--- config.mk ---
export PLATFORM = sky130hd
export DESIGN_NAME = lsp_cell
export DESIGN_NICKNAME = d
export VERILOG_FILES = /design/src/hdl/lifo_stack_with_peek_core_assert.svh /design/src/hdl/lsp_pkg.sv /design/src/hdl/lsp_cell.sv
export SDC_FILE = /design/constraint.sdc
export NUM_CORES = 1
export LEC_CHECK = 0
export BUFFER_PORTS_ARGS = -buffer_cell sky130_fd_sc_hd__buf_2
export CAP_MARGIN = 30
export CORE_MARGIN = 1
export CORE_UTILIZATION = 48
export DETAILED_ROUTE_END_ITERATION = 7
export PLACE_DENSITY = 0.85
export SKIP_CTS_REPAIR_TIMING = 1
export SLEW_MARGIN = 40
export SYNTH_ARGS = -nofsm -noshare
export SYNTH_HDL_FRONTEND = slang
export SYNTH_SLANG_ARGS = --single-unit
--- constraint.sdc ---
create_clock -name clk -period 3.75 [get_ports clk]
set_clock_uncertainty 0.2 [all_clocks]
set_input_delay 0.1875 -clock clk [delete_from_list [all_inputs] [get_ports clk]]
set_output_delay 0.1875 -clock clk [all_outputs]
set_load 0.01 [all_outputs]
--- src/hdl/lifo_stack_with_peek_core_assert.svh ---
// assertion macros shared by the stack rtl
`ifndef LIFO_STACK_WITH_PEEK_CORE_ASSERT_SVH
`define LIFO_STACK_WITH_PEEK_CORE_ASSERT_SVH

// same-cycle implication, checked out of reset
`define LSP_ASSERT_HOLDS(label, clk, rst_n, ante, cons) \
    label: assert property (@(posedge clk) disable iff (!rst_n) (ante) |-> (cons)) \
        else $error("lsp same-cycle check failed");

// next-cycle implication, checked out of reset
`define LSP_ASSERT_NEXT(label, clk, rst_n, ante, cons) \
    label: assert property (@(posedge clk) disable iff (!rst_n) (ante) |=> (cons)) \
        else $error("lsp next-cycle check failed");

`endif

--- src/hdl/lsp_pkg.sv ---
// types and constants shared by the stack rtl
package lsp_pkg;

    localparam int WORD_W  = 32;
    localparam int OP_W    = 3;
    localparam int POS_W   = 8;
    localparam int STAT_W  = 2;
    localparam int LEVEL_W = 7;

    typedef enum logic [OP_W-1:0] {
        OP_PUSH   = 3'd0,
        OP_POP    = 3'd1,
        OP_PEEK   = 3'd2,
        OP_TOP    = 3'd3,
        OP_BOTTOM = 3'd4
    } op_t;

    typedef enum logic [STAT_W-1:0] {
        STAT_OK        = 2'd0,
        STAT_OVERFLOW  = 2'd1,
        STAT_EMPTY     = 2'd2,
        STAT_NOT_FOUND = 2'd3
    } status_t;

    typedef enum logic {
        S_IDLE = 1'b0,
        S_SCAN = 1'b1
    } state_t;

    // per-cycle commands broadcast to every cell
    typedef struct packed {
        logic push;
        logic pop;
        logic load_scan;
        logic shift_scan;
    } cell_ctl_t;

    typedef struct packed {
        logic [LEVEL_W-1:0] level;
        status_t            status;
        logic [WORD_W-1:0]  data;
    } res_t;

endpackage

--- src/hdl/lsp_cell.sv ---
// one stack cell: a stored word plus a scan copy for deep reads
module lsp_cell
    import lsp_pkg::*;
(
    input  logic              clk,
    input  cell_ctl_t         ctl,
    input  logic [WORD_W-1:0] push_in,
    input  logic [WORD_W-1:0] pop_in,
    input  logic [WORD_W-1:0] scan_in,
    output logic [WORD_W-1:0] data,
    output logic [WORD_W-1:0] scan
);

    logic [WORD_W-1:0] data_reg;
    logic [WORD_W-1:0] scan_reg;

    // push moves words away from the top, pop moves them back
    always_ff @(posedge clk)
    begin
        if (ctl.push)
        begin
            data_reg <= push_in;
        end
        else if (ctl.pop)
        begin
            data_reg <= pop_in;
        end

        if (ctl.load_scan)
        begin
            scan_reg <= data_reg;
        end
        else if (ctl.shift_scan)
        begin
            scan_reg <= scan_in;
        end
    end

    assign data = data_reg;
    assign scan = scan_reg;

endmodule

## Word level (Yosys, flattened, before mapping)

Cells that the tools add are included.

- Flip-flop bits (word level): 64
- Bits in latches: 0
- Memory bits (writable): 0
- Memory bits (read-only): 0
- Bits of input ports: 101
- Memories kept: 0

- $add $sub $neg: 0
- Multiply operators: 0
- Div/mod/pow operators: 0
- Order comparisons: 0
- Equal/unequal tests: 0
- Shift-type cells: 0
- Mux-type cells: 4
- Bitwise operators: 0
- Reduce and logical (&&, ||, !) cells: 2

Operator list:

| cell | count |
|---|---|
| 32-bit two-way mux | 4 |
| 2-bit nonzero test | 2 |

## Logic depth before layout (Yosys ltp)

Gate-level depths: netlist (run 1).

- Depth after elaboration: 2
- Mapped depth: 3
- Mapped depth without buffers: 1

## Worst setup path before layout (run 1)

No wires, ideal clock.

- Path type: input-to-reg
- Start point: input port ctl[3] (netlist name)
- End point: register data_reg[0], in the netlist data[0], enable pin
- Arrival time: 1.210 ns
- Path slack: 1.950 ns
- Stages: 3
- Cell sequence: buf_6 > buf_12 > or2_1

- Longest elaborated chain between the ends: 1

Ends and longest elaborated chain:

| element | line | text |
|---|---|---|
| from (decl) | lsp_cell.sv:6 | `input cell_ctl_t ctl,` |
| 2-bit nonzero test (no source line) | - |  |
| to (signal assigned) | lsp_cell.sv:22 | `data_reg <= push_in;` |
| to (signal assigned) | lsp_cell.sv:26 | `data_reg <= pop_in;` |
| to (decl) | lsp_cell.sv:14 | `logic [WORD_W-1:0] data_reg;` |

No other way between the ends.
A chain may end at the register's enable or synchronous reset.

## Worst setup path in the final report (run 1)

- Start point: input port push_in[14]
- End point: register data_reg[14], in the netlist data[14] (data pin)

- Longest elaborated chain between the ends: 1

Ends and longest elaborated chain:

| element | line | text |
|---|---|---|
| from (decl) | lsp_cell.sv:7 | `input logic [WORD_W-1:0] push_in,` |
| 32-bit two-way mux | lsp_cell.sv:20 | `if (ctl.push)` |

No other way between the ends.

==> results of run 1 <==
[cell usage after synthesis]
library cell and number:
buf_6 2, mux2_4 58, buf_12 6, edfxtp_1 64, mux2_2 6, or2_1 2
[worst max-delay path by stage]
stage                start       end  cells past startpoint
2_1_floorplan       ctl[3]   data[0]                      3
3_5_place_dp        ctl[1]   scan[0]                      3
3_3_place_gp        ctl[1]  scan[31]                      3
6_report       push_in[14]  data[14]                      4
4_1_cts             ctl[1]   scan[0]                      3
5_1_grt             ctl[3]  data[29]                      4
[critical path: stages]
cell and delay, ns:
dlygate4sd3_1 0.57, buf_2 0.14, mux2_4 0.26, dlygate4sd3_1 0.57
[where the power goes]
part           switching (µW)  internal [µW]  total (µW)
Clock                     276            436         712
Combinational             161            255         416
Sequential               37.7            885         922
Total                     474           1580        2050
[per-stage QoR]
step                power, µW  hold slack [ns]  instances  setup WS [ns]  util [%]
finish                   2050            0.224        485           1.89      83.7
global route             2120            0.221        485           1.88      83.7
CTS                      1940          -0.0636        389           2.31      67.6
detailed placement       1250            0.291        373           1.95      63.7
global placement         1230            0.287        373           2.00      63.7
floorplan                1110            0.205        138           1.95         -
[kinds of logic after synthesis]
logic type | after synthesis | share of synthesized area, %
buffers and inverters | 8 | 4.73
flip-flops | 64 | 63.7
multiplexers | 64 | 31.1
AND/OR/NAND/NOR | 2 | 0.415
[routing by layer]
layer | track usage, % | share of wire [%] | up-vias
met4 | 10.5 | 1.6 | 0
met2 | 35.1 | 53 | 152
met5 | 0 | 0 | -
met3 | 6.63 | 8.3 | 12
met1 | 20.9 | 37 | 1146
li1 | - | - | 1071
[cells in the final DEF (no fill, tap or decap)]
cell           netlist  routed
buf_4                0       4
or2_1                2       2
mux2_2               6       6
buf_2                0     164
clkinv_2             0       1
bufinv_16            0       3
edfxtp_1            64      64
dlygate4sd3_1        0      96
clkinv_1             0       2
clkinvlp_4           0       1
clkbuf_8             0       9
mux2_4              58      58
[cell type report]
| type | count | share of cell area (%) |
|---|---|---|
| clock buffers | 9 | 2.47 |
| multi-input cells | 66 | 19.0 |
| repair buffers | 264 | 36.1 |
| well taps | 75 | 1.87 |
| flip-flops and latches | 64 | 38.3 |
| clock inverters | 7 | 2.20 |
==> impl_metrics.tcl, run 1 <==
set metrics [dict create \
    regArea_um2 1920 \
    peakVddDrop_mv 0.304 \
    maxCapViolCount 0 \
    final_hold_viol_count 0 \
    die-area_um2 6600 \
    yosys.area.top_type "edfxtp_1" \
    clockBufferDepth 2 \
    synth_area_um2 3020 \
    setup_viol 0 \
    syn_to_final_growth_pct 66.2 \
    yosysSeqAreaShare_pct 63.7 \
    clock_sinks 64 \
    die_h_um 81.3 \
    worstHoldStart "ctl[1]" \
    n_antenna_cell 0 \
    startpoint_type "primary input" \
    rsz0062_at_grt "no" \
    fill_cells 289 \
    crit_required_ns 3.63 \
    multiInputGateArea_um2 951 \
    max_clock_freq_mhz 539 \
    wire_per_inst_um 18.2 \
    final_net_count 506 \
    worst_pin_slew_ns 0.590 \
    clock_latency_ns 0.34 \
    drive_above_1_share_pct 60.0 \
    syn-num-nets 239 \
    outcome "complete, no violations" \
    ys_seq_elements 64 \
    rr_worst_depth 1 \
    synth_top_area_share_pct 63.7 \
    grt_max_degree 33 \
    fin_crit_sh_pct 49.5 \
    dieWidth_um 81.3 \
    yosys.cell_types.count 6 \
    r2r_setup_slack_ns 2.60 \
    io_pins 165 \
    portBuffers 164 \
    initial_core_util_pct 50.3 \
    wl_um 8810 \
    synthCells 138 \
    placed_area_um2 3820 \
    p_leak_uw 0.00233 \
    cp.arrival_ns 1.73 \
    rr_startpoint "data[2]" \
    synth_area_leaders "edfxtp_1 (64%), mux2_4 (29%), buf_12 (4.0%)" \
    grt_pass1_vias 1968 \
    worstPathMaxFanout 1 \
    cts_tree "done" \
    relSlewSlack_pct 60.7 \
    end_kind "register" \
    rr_endpoint "scan[2]" \
    drt-initial-drc-count 163 \
    grt_usage_pct 19.9 \
    avgSynthCellArea_um2 21.9 \
    period_needed_ns 1.86 \
    grt_overflow 0 \
    htreeDepth 3 \
    numCtsBuffers 9 \
    drt-vias-per-instance 4.91 \
    setup_tns_ns 0 \
    min_delay_path_depth 2 \
    route.detailed.drc 0 \
    std_cell_rows 28 \
    power_density_nw_per_um2 409 \
    postRouteAntennaNets 0 \
    clk_pin_slew_worst_paths_ns 0.07 \
    setup.worst_path.class "primary input to register" \
    gp_congestion 0.810 \
    antenna_found_initial 0 \
    finalMaxSlewViolations 0 \
    hold_class "primary input to register" \
    firstDrtPassIters 4 \
    grt_pass1_wl_um 9320 \
    whs_endpoint "scan[29]" \
    root_buffer "clkbuf_8" \
    vias 2381 \
    post-route-cell-area_um2 5010 \
    design.core.area_um2 5990 \
    yosys_warnings 0 \
]
Note: power is estimated with default switching activity, not from simulation.
==> run 2, diff against run 1 <==
Settings changed: CORE_UTILIZATION 48 to 45, PLACE_DENSITY 0.85 to 0.81.
Clock period 3.75 ns to 1.9 ns, I/O delays scaled along.
==> run 2 against run 1 <==
Compared with the run above:
- the flow now finishes with violations (design-rule violations)
- critical path depth stayed put
- die area is 6.5% higher
- sequential power is 96% higher
- register-to-register slack worse by 1.8 ns
- cell area is 0.15% higher
- wire length is 4.9% lower
- power is 89% higher
- sequential cell count stayed put
- utilization is 5.5 points lower
- largest cell class unchanged
- largest power group unchanged
- highest routed layer unchanged
==> impl_metrics.tcl, run 2 (same netlist as run 1, synthesis figures left out) <==
set metrics [dict create \
    p_leak_uw 0.00234 \
    grt_pass1_vias 1999 \
    crit_required_ns 1.77 \
    rsz0062_at_grt "no" \
    grt_max_degree 33 \
    wl_um 8390 \
    layout_common_cells "buf_2 (164), dlygate4sd3_1 (96), edfxtp_1 (64)" \
    max_clock_freq_mhz 578 \
    post-route-cell-area_um2 5020 \
    die-area_um2 7030 \
    grt_busiest_layer "met2" \
    antenna_found_initial 0 \
    numCtsBuffers 9 \
    syn_to_final_growth_pct 66.5 \
    worstPathMaxFanout 1 \
    cts_tree "done" \
    dieWidth_um 83.9 \
    placed_area_um2 3850 \
    clk_pin_slew_worst_paths_ns 0.07 \
    io_pins 165 \
    gp_congestion 0.839 \
    final_hold_viol_count 0 \
    vias 2324 \
    clockBufferDepth 2 \
    grt_usage_pct 18.5 \
    startpoint_type "primary input" \
    worst_pin_slew_ns 0.441 \
    drt-initial-drc-count 102 \
    whs_ns 0.0546 \
    violations "design-rule violations" \
    final_net_count 509 \
    fill_cells 354 \
    cp.arrival_ns 1.60 \
    drt-vias-per-instance 4.74 \
    met2_usage_pct 33.5 \
    grt_use_met1_pct 19.5 \
    grt_overflow 0 \
    outcome "finished, violations left" \
    maxCapViolCount 0 \
    period_needed_ns 1.73 \
    clock_latency_ns 0.33 \
    end_kind "register" \
    grt_pass1_wl_um 9600 \
    route.detailed.drc 20 \
    setup_tns_ns 0 \
    finalMaxSlewViolations 0 \
    n_antenna_cell 0 \
    fin_crit_sh_pct 91.0 \
    die_h_um 83.9 \
    hold_class "primary input to register" \
    hpwl_um 4770 \
    setup.worst_path.class "primary input to register" \
    firstDrtPassIters 6 \
    dp_slack_ns 0.525 \
    clock_sinks 64 \
    gr-usage-met3_pct 5.64 \
    design.core.area_um2 6420 \
    power_density_nw_per_um2 771 \
    final_common_cell "buf_2" \
    initial_core_util_pct 47.0 \
    portBuffers 164 \
    peakVddDrop_mv 0.546 \
    setup_viol 0 \
    wire_per_inst_um 17.1 \
    drive_above_1_share_pct 59.8 \
    fin_ws_ns 0.170 \
    std_cell_rows 29 \
    postRouteAntennaNets 0 \
    htreeDepth 3 \
    relSlewSlack_pct 70.6 \
    root_buffer "clkbuf_8" \
]
-- run 2: changes by cell type in the layout (fill, tap and decap cells not counted), sizes merged --
cell      before  now
clkinv         3    2
buf          168  171
clkbuf         9   12
bufinv         3    2
clkinvlp       1    0
-- run 2: power by group --
group	leakage (µW)	switching [µW]	internal, µW
clock network	0.000102	495	734
logic	0.00159	317	510
registers	0.000652	65.5	1750
-- run 2: final cells by class --
class	count	area, µm²	share of cell area, %
repair buffers	267	1850	36.8
clock buffers	12	135	2.69
clock inverters	4	68.8	1.37
well taps	77	96.3	1.92
flip-flops and latches	64	1920	38.3
multi-input cells	66	951	18.9
-- run 2: stage by stage --
step | instances | utilization (%) | power (µW)
floorplan | 138 | - | 2190
global placement | 378 | 60.0 | 2450
detailed placement | 378 | 60.0 | 2470
CTS | 394 | 63.2 | 3690
global route | 490 | 78.2 | 4030
finish | 490 | 78.2 | 3870
-- run 2: worst paths after layout --
kind | startpoint | to | slack, ns | cells past startpoint
max | push_in[26] | data[26] | 0.17 | 4
min | ctl[1] | scan[30] | 0.05 | 2
max reg2reg | data[17] | scan[17] | 0.76 | 1
min reg2reg | data[11] | scan[11] | 0.38 | 1
-- run 2: layer usage --
| metal | vias to the layer above | routed length [µm] |
|---|---|---|
| met5 | - | 0 |
| met4 | 0 | 208 |
| met3 | 20 | 507 |
| met2 | 122 | 4580 |
| met1 | 1104 | 3090 |
| li1 | 1078 | - |
-- run 2: critical path, stage by stage --
cell,delay [ns]
dlygate4sd3_1,0.54
buf_2,0.12
mux2_4,0.25
dlygate4sd3_1,0.59
